## config.mk

```make
export PLATFORM = sky130hd
export DESIGN_NAME = inverse_mod_power_of_two
export DESIGN_NICKNAME = d
export VERILOG_FILES = /design/src/rtl/imp2_pkg.sv /design/src/rtl/imp2_datapath.sv /design/src/rtl/inverse_mod_power_of_two.sv
export SDC_FILE = /design/constraint.sdc
export NUM_CORES = 2
export LEC_CHECK = 0
export ABC_AREA = 1
export BUFFER_PORTS_ARGS = -buffer_cell sky130_fd_sc_hd__buf_2
export CAP_MARGIN = 20
export CORE_AREA = 2 2 404 406
export DETAILED_ROUTE_END_ITERATION = 8
export DIE_AREA = 0 0 406 408
export GPL_ROUTABILITY_DRIVEN = 1
export PLACE_DENSITY = 0.53
export SYNTH_ARGS = -nofsm -noshare
export SYNTH_HDL_FRONTEND = slang
export SYNTH_SLANG_ARGS = --single-unit
```

## constraint.sdc

```tcl
create_clock -name i_clk -period 12.4 [get_ports i_clk]
set_input_delay 1.24 -clock i_clk [delete_from_list [all_inputs] [get_ports i_clk]]
set_output_delay 1.24 -clock i_clk [all_outputs]
set_load 0.005 [all_outputs]
```

## src/rtl/imp2_pkg.sv

```systemverilog
package imp2_pkg;

    // Fixed field widths of the two channels.
    localparam int OPERAND_W = 64;
    localparam int COUNT_W   = 7;

    typedef struct packed {
        logic [OPERAND_W-1:0] operand;
        logic [COUNT_W-1:0]   bit_count;
    } t_in_word;

    typedef struct packed {
        logic [OPERAND_W-1:0] inverse;
        logic                 bad_input;
    } t_out_word;

    // Microprogram addressing.
    localparam int PC_W = 3;
    typedef logic [PC_W-1:0] t_pc;

    localparam t_pc PC_CHECK = 3'd0;
    localparam t_pc PC_OUT   = 3'd7;

    // Multiplier operand pair: c * inv or inv * t.
    typedef enum logic {
        SRC_C_INV,
        SRC_INV_T
    } t_src;

    // Which half-width partial product the shared multiplier forms.
    typedef enum logic [1:0] {
        PART_NONE,
        PART_LL,
        PART_LH,
        PART_HL
    } t_part;

    // Where the accumulated product goes.
    typedef enum logic [1:0] {
        DST_ACC,
        DST_T,
        DST_INV
    } t_dest;

    typedef enum logic [1:0] {
        JMP_NEXT,
        JMP_IF_DONE,
        JMP_GOTO,
        JMP_OUT
    } t_jump;

    typedef struct packed {
        t_src  src;
        t_part part;
        t_dest dest;
        t_jump jump;
        t_pc   target;
    } t_uinstr;

    // Datapath control from the sequencer.
    typedef struct packed {
        logic    load;
        logic    step;
        t_uinstr uinstr;
    } t_dp_ctl;

    // One Newton step is two low-half products, each built from three
    // partial products. The step that finishes inv also doubles the
    // count of correct bits and loops back to the check.
    function automatic t_uinstr ucode(input t_pc pc);
        t_uinstr w;
        unique case (pc)
            3'd0:    w = '{SRC_C_INV, PART_NONE, DST_ACC, JMP_IF_DONE, PC_OUT};
            3'd1:    w = '{SRC_C_INV, PART_LL,   DST_ACC, JMP_NEXT,    PC_CHECK};
            3'd2:    w = '{SRC_C_INV, PART_LH,   DST_ACC, JMP_NEXT,    PC_CHECK};
            3'd3:    w = '{SRC_C_INV, PART_HL,   DST_T,   JMP_NEXT,    PC_CHECK};
            3'd4:    w = '{SRC_INV_T, PART_LL,   DST_ACC, JMP_NEXT,    PC_CHECK};
            3'd5:    w = '{SRC_INV_T, PART_LH,   DST_ACC, JMP_NEXT,    PC_CHECK};
            3'd6:    w = '{SRC_INV_T, PART_HL,   DST_INV, JMP_GOTO,    PC_CHECK};
            default: w = '{SRC_C_INV, PART_NONE, DST_ACC, JMP_OUT,     PC_CHECK};
        endcase
        return w;
    endfunction

endpackage

```

## src/rtl/imp2_datapath.sv

```systemverilog
module imp2_datapath #(
    parameter int WIDTH = 64
) (
    input  logic                       i_clk,
    input  imp2_pkg::t_dp_ctl          i_ctl,
    input  logic [WIDTH-1:0]           i_operand,
    input  logic [imp2_pkg::COUNT_W-1:0] i_bit_count,
    output logic                       o_done,
    output logic [WIDTH-1:0]           o_result
);
    import imp2_pkg::*;

    localparam int H  = (WIDTH + 1) / 2;
    localparam int KW = $clog2(WIDTH + 1);
    localparam int GW = KW + 1;
    localparam logic [WIDTH-1:0] TWO = WIDTH'(2);

    logic [WIDTH-1:0] r_c, r_inv, r_t, r_acc, r_km;
    logic [KW-1:0]    r_k;
    logic [GW-1:0]    r_good;

    logic [KW-1:0]    k_sat;
    logic [WIDTH-1:0] km;
    logic [WIDTH-1:0] a_sel, b_sel;
    logic [2*H-1:0]   ap, bp;
    logic [H-1:0]     ma, mb;
    logic [2*H-1:0]   pp;
    logic [WIDTH-1:0] sum;

    always_comb begin
        // Bit counts above WIDTH saturate.
        if (i_bit_count > COUNT_W'(WIDTH)) begin
            k_sat = KW'(WIDTH);
        end else begin
            k_sat = KW'(i_bit_count);
        end
        km = ~({WIDTH{1'b1}} << k_sat);

        a_sel = (i_ctl.uinstr.src == SRC_C_INV) ? r_c : r_inv;
        b_sel = (i_ctl.uinstr.src == SRC_C_INV) ? r_inv : r_t;
        ap = (2*H)'(a_sel);
        bp = (2*H)'(b_sel);

        case (i_ctl.uinstr.part)
            PART_LH: begin
                ma = ap[H-1:0];
                mb = bp[2*H-1:H];
            end
            PART_HL: begin
                ma = ap[2*H-1:H];
                mb = bp[H-1:0];
            end
            default: begin
                ma = ap[H-1:0];
                mb = bp[H-1:0];
            end
        endcase
        pp = ma * mb;

        // Only the low word of the full product is kept, so the cross
        // terms contribute just their low halves shifted up.
        if (i_ctl.uinstr.part == PART_LL) begin
            sum = WIDTH'(pp);
        end else begin
            sum = r_acc + WIDTH'({pp, {H{1'b0}}});
        end
    end

    always_ff @(posedge i_clk) begin
        if (i_ctl.load) begin
            r_c    <= i_operand & km;
            r_inv  <= i_operand & km;
            r_km   <= km;
            r_k    <= k_sat;
            r_good <= GW'(3);
        end else if (i_ctl.step && i_ctl.uinstr.part != PART_NONE) begin
            case (i_ctl.uinstr.dest)
                DST_T: begin
                    r_t <= TWO - sum;
                end
                DST_INV: begin
                    r_inv  <= sum;
                    r_good <= r_good << 1;
                end
                default: begin
                    r_acc <= sum;
                end
            endcase
        end
    end

    assign o_done   = (r_good >= GW'(r_k));
    assign o_result = r_inv & r_km;

endmodule

```

## src/rtl/inverse_mod_power_of_two.sv

```systemverilog
// An accepted word is lifted n times before its result is valid, where n is
// the number of lifting steps (0 for k up to 3, 5 for k above 48); an even operand
// or a zero bit count goes straight to the output step.
// One word is in work at a time, paced by the single half-width multiplier that
// forms three partial products per product, two products per lifting step; a new
// word is accepted only once the previous one has taken the output step, which
// waits while the result before it is still unclaimed.
// Reset is synchronous, active low, and clears the sequencer and output valid.
module inverse_mod_power_of_two #(
    parameter int WIDTH = 64
) (
    input  logic                i_clk,
    input  logic                i_rst_n,
    input  logic                i_in_valid,
    output logic                o_in_ready,
    input  imp2_pkg::t_in_word  i_in_word,
    output logic                o_out_valid,
    input  logic                i_out_ready,
    output imp2_pkg::t_out_word o_out_word
);
    import imp2_pkg::*;

    logic      r_busy, r_bad, r_out_valid;
    t_pc       r_pc;
    t_out_word r_out_word;

    t_uinstr   uinstr;
    t_dp_ctl   dp_ctl;
    logic      accept, step_en, out_fire, dp_done;
    logic      in_bad;
    logic [WIDTH-1:0] dp_result;

    assign accept  = i_in_valid && o_in_ready;
    assign in_bad  = (i_in_word.bit_count == '0) || !i_in_word.operand[0];
    assign uinstr  = ucode(r_pc);
    // The output step waits while the previous word is still unclaimed.
    assign step_en = r_busy &&
                     !(uinstr.jump == JMP_OUT && r_out_valid && !i_out_ready);
    assign out_fire = step_en && uinstr.jump == JMP_OUT;

    assign dp_ctl.load   = accept;
    assign dp_ctl.step   = step_en;
    assign dp_ctl.uinstr = uinstr;

    imp2_datapath #(
        .WIDTH(WIDTH)
    ) u_datapath (
        .i_clk       (i_clk),
        .i_ctl       (dp_ctl),
        .i_operand   (i_in_word.operand[WIDTH-1:0]),
        .i_bit_count (i_in_word.bit_count),
        .o_done      (dp_done),
        .o_result    (dp_result)
    );

    always_ff @(posedge i_clk) begin
        if (!i_rst_n) begin
            r_busy      <= 1'b0;
            r_pc        <= PC_CHECK;
            r_out_valid <= 1'b0;
            r_bad       <= 1'b0;
        end else begin
            // A new word replaces the one being claimed in the same cycle.
            if (out_fire) begin
                r_out_valid <= 1'b1;
            end else if (r_out_valid && i_out_ready) begin
                r_out_valid <= 1'b0;
            end
            if (accept) begin
                r_busy <= 1'b1;
                r_bad  <= in_bad;
                r_pc   <= in_bad ? PC_OUT : PC_CHECK;
            end else if (step_en) begin
                unique case (uinstr.jump)
                    JMP_NEXT: begin
                        r_pc <= r_pc + t_pc'(1);
                    end
                    JMP_IF_DONE: begin
                        r_pc <= dp_done ? uinstr.target : r_pc + t_pc'(1);
                    end
                    JMP_GOTO: begin
                        r_pc <= uinstr.target;
                    end
                    JMP_OUT: begin
                        r_busy <= 1'b0;
                    end
                endcase
            end
        end
    end

    always_ff @(posedge i_clk) begin
        if (out_fire) begin
            r_out_word.bad_input <= r_bad;
            r_out_word.inverse   <= r_bad ? '0 : OPERAND_W'(dp_result);
        end
    end

    assign o_in_ready  = !r_busy;
    assign o_out_valid = r_out_valid;
    assign o_out_word  = r_out_word;

    a_bad_zero: assert property (@(posedge i_clk) disable iff (!i_rst_n)
        o_out_valid && o_out_word.bad_input |-> o_out_word.inverse == '0)
        else $error("bad input word carries a nonzero inverse");

    a_accept_busy: assert property (@(posedge i_clk) disable iff (!i_rst_n)
        accept |=> r_busy && (r_pc == PC_CHECK || r_pc == PC_OUT))
        else $error("accepted word did not start the microprogram");

    a_out_on_step: assert property (@(posedge i_clk) disable iff (!i_rst_n)
        out_fire |=> r_out_valid && !r_busy)
        else $error("output step did not present a word");

endmodule

```

==> summary.txt <==
Synthesis
  – Post-Syn Area: 56,200 um^2
  – Asr flop ratio synth: 0%
  – Net Count, Synth: 8,229
  – Synth warn: 0
  – Yosys cell types: 51
  – Number of synthesized register bits: 405
  – Avg Cell Area, Syn: 8.086 um^2
  – Post-synth EDFFs: 391
  – Ys flop type: edfxtp_1
  – Post-synthesis sequential area ratio: 21.39%
  – Syn Inst Count: 6,950

STA
  – RSZ-0062 raised after global routing: no
  – Final Hold Viols: 0
  – Crit path time final: 11.79 ns
  – Post-route setup TNS: 0 ns
  – Slew Limit Fails: 0
  – Tightest Pin Transition: 1.081 ns
  – Final period utilization: 95.10%
  – Worst hold margin: 0.4887 ns
  – Relative slew slack: 27.94%
  – Final-report setup violation count: 0
  – Fmax: 0.08480 GHz
  – Worst Skew: 0.01901 ns

Worst setup path
  – Critical Path Start Type: register
  – WS Path Type: reg2reg
  – Endpoint class of the critical path: register
  – CP top delay family: adder cells
  – Worst EP required: 12.74 ns
  – RR Startpoint: r_pc[1]
  – Critical path arrival: 12.13 ns
  – Buf+Inv Stages, Crit Path: 13
  – Worst-path fanout max: 44
  – Reg2reg end: u_datapath.r_t[61]
  – Crit path largest cell delay: 0.53 ns
  – R2R cell count: 49
  – Critical path's slowest cell: fa_1
  – Reg2Reg Setup Slack: 0.61 ns

Finish
  – Share of cells above drive strength 1: 8.974%
  – Commonest non-fill, non-tap cell in the layout: nand2_1
  – Antenna diodes: 0
  – Final net count: 8,489
  – Final Cell Area: 62,800 um^2
  – Most frequent cells in the layout: nand2_1 (1,837), inv_1 (1,510), fa_1 (897)
  – Area growth syn-to-layout: 11.74%
  – Core Util, Final: 38.84%
  – Fillers: 16,896

Detailed routing
  – Detailed Route Iter0 Violations: 4,273
  – Drt total wl: 224,400 um
  – # DRC: 0
  – Wirelength per Cell: 23.82 um
  – Routed vias/inst: 5.022
  – Via count: 47,296
  – Post-route ant nets: 0
  – DRT Pass-1 Iters: 6

Global route
  – Gr busiest metal: met2
  – Pin count of the biggest net entering global routing: 155
  – Global Route Usage Sum: 27.19%
  – Met1 Usage GRT: 36.33%
  – First-pass GRT wire length: 328,700 um
  – Vias in the first global route: 49,140
  – Met2 Use GR: 46.26%
  – Initial antenna violation count: 8
  – Met3 track demand over resource: 2.460%
  – Gr ovfl total: 0

Floorplan
  – Ports: 142
  – Initial Util: 34.76%
  – Die height: 408 um
  – FP Rows: 148
  – Placeable Area: 161,700 um^2
  – Die area: 165,600 um^2
  – Die W: 406 um

Placed design
  – GPL Wtd Cong: 1.019
  – Post-DP HPWL: 186,900 um
  – DP Area: 61,230 um^2
  – Port bufs: 141

Clock network
  – Htree depth: 2
  – CTS clock-pin slew for the worst setup and hold paths: 0.06 ns
  – CTS sink cnt: 405
  – CTS tree: built
  – # hold bufs at CTS: 0
  – Clk buf depth: 3
  – Worst skew pair latency: 0.58 ns
  – CTS root buf: clkbuf_16
  – Total CTS buffers: 44

Hold path
  – Hold_sp: u_datapath.r_good[7]
  – Hold Path Depth: 2
  – WHS Endpoint: u_datapath.r_good[7]
  – HP Class: reg2reg

Run status
  – Outcome: completed

Run
  – Maxcap violations: 0
-- Yosys cell counts (42+ instances only) --
cell      count  area (um^2)
nor2_1      757         2841
o211ai_1     42        315.3
xor2_1       51        446.7
nand4_1      62        387.9
edfxtp_1    391        11740
buf_2        58        290.3
clkbuf_1    154        578.1
a21oi_1     143        715.7
o21ai_0     183        915.9
nand2_1    1838         6899
fa_1        897        17960
inv_1      1513         5679
ha_1        307         3841
nand3_1     211         1056
-- routing by layer --
metal  wire, um  up-vias
li1           -    21351
met1      95710    24101
met2     108100     1567
met3      11860      275
met4       8714        2
met5         13        -
-- metrics by stage --
stage / setup slack (ns) / cells
final: 0.6080 / 9418
after global routing: 0.01952 / 9418
after CTS: 0.4024 / 9409
after detailed placement: 0.4400 / 9330
after global placement: 0.3548 / 9329
after floorplan: 2.738 / 6950
-- area by class of cell --
cell class	instances	area [um^2]	area share, %
Clock buffer	58	1205	1.919
Clock inverter	21	177.7	0.2829
Inverter	1555	5858	9.329
Multi-Input combinational cell	4755	37570	59.84
Sequential cell	405	12020	19.15
Tap cell	2175	2721	4.334
Timing Repair Buffer	449	3236	5.153
-- cell families after synthesis --
kind of cell / share of synthesized area, %
AOI/OAI and AO/OA: 4.359
xor gates and xnor gates: 0.9195
adders and majority gates: 38.79
buffers and inverters: 12.19
DFF: 21.39
muxes: 0.4475
and+or+nand+nor: 21.90
-- flip-flops by register name, summed over array words and instances (netlist names) --
| signal | cells |
|---|---|
| o_out_valid | 1 |
| o_out_word | 65 |
| r_bad | 1 |
| r_busy | 1 |
| r_pc | 3 |
| u_datapath.r_acc | 64 |
| u_datapath.r_c | 64 |
| u_datapath.r_good | 8 |
| u_datapath.r_inv | 64 |
| u_datapath.r_k | 7 |
| u_datapath.r_km | 63 |
| u_datapath.r_t | 64 |
-- worst max-delay path by stage --
stage	from	endpoint	slack, ns	cells past startpoint
after floorplan	r_pc[0]	u_datapath.r_t[62]	2.74	54
after detailed placement	r_pc[1]	u_datapath.r_t[61]	0.44	47
after global placement	r_pc[0]	u_datapath.r_t[61]	0.35	51
final	r_pc[1]	u_datapath.r_t[61]	0.61	49
after CTS	r_pc[1]	u_datapath.r_t[61]	0.40	43
after global routing	r_pc[1]	u_datapath.r_t[61]	0.02	43
-- worst min-delay path, stage by stage, from the launching register on --
cell,delay [ns]
dfxtp_1,0.31
inv_1,0.07
a21oi_1,0.06
-- repair_timing --
action,in CTS,in global routing
endpoints found under the setup margin,0,6
setup buffers,0,4
resized for setup,0,6
Power is left out: the tool's default activity adds up to more than one toggle a clock period on the data nets, which glitch-free logic cannot reach.
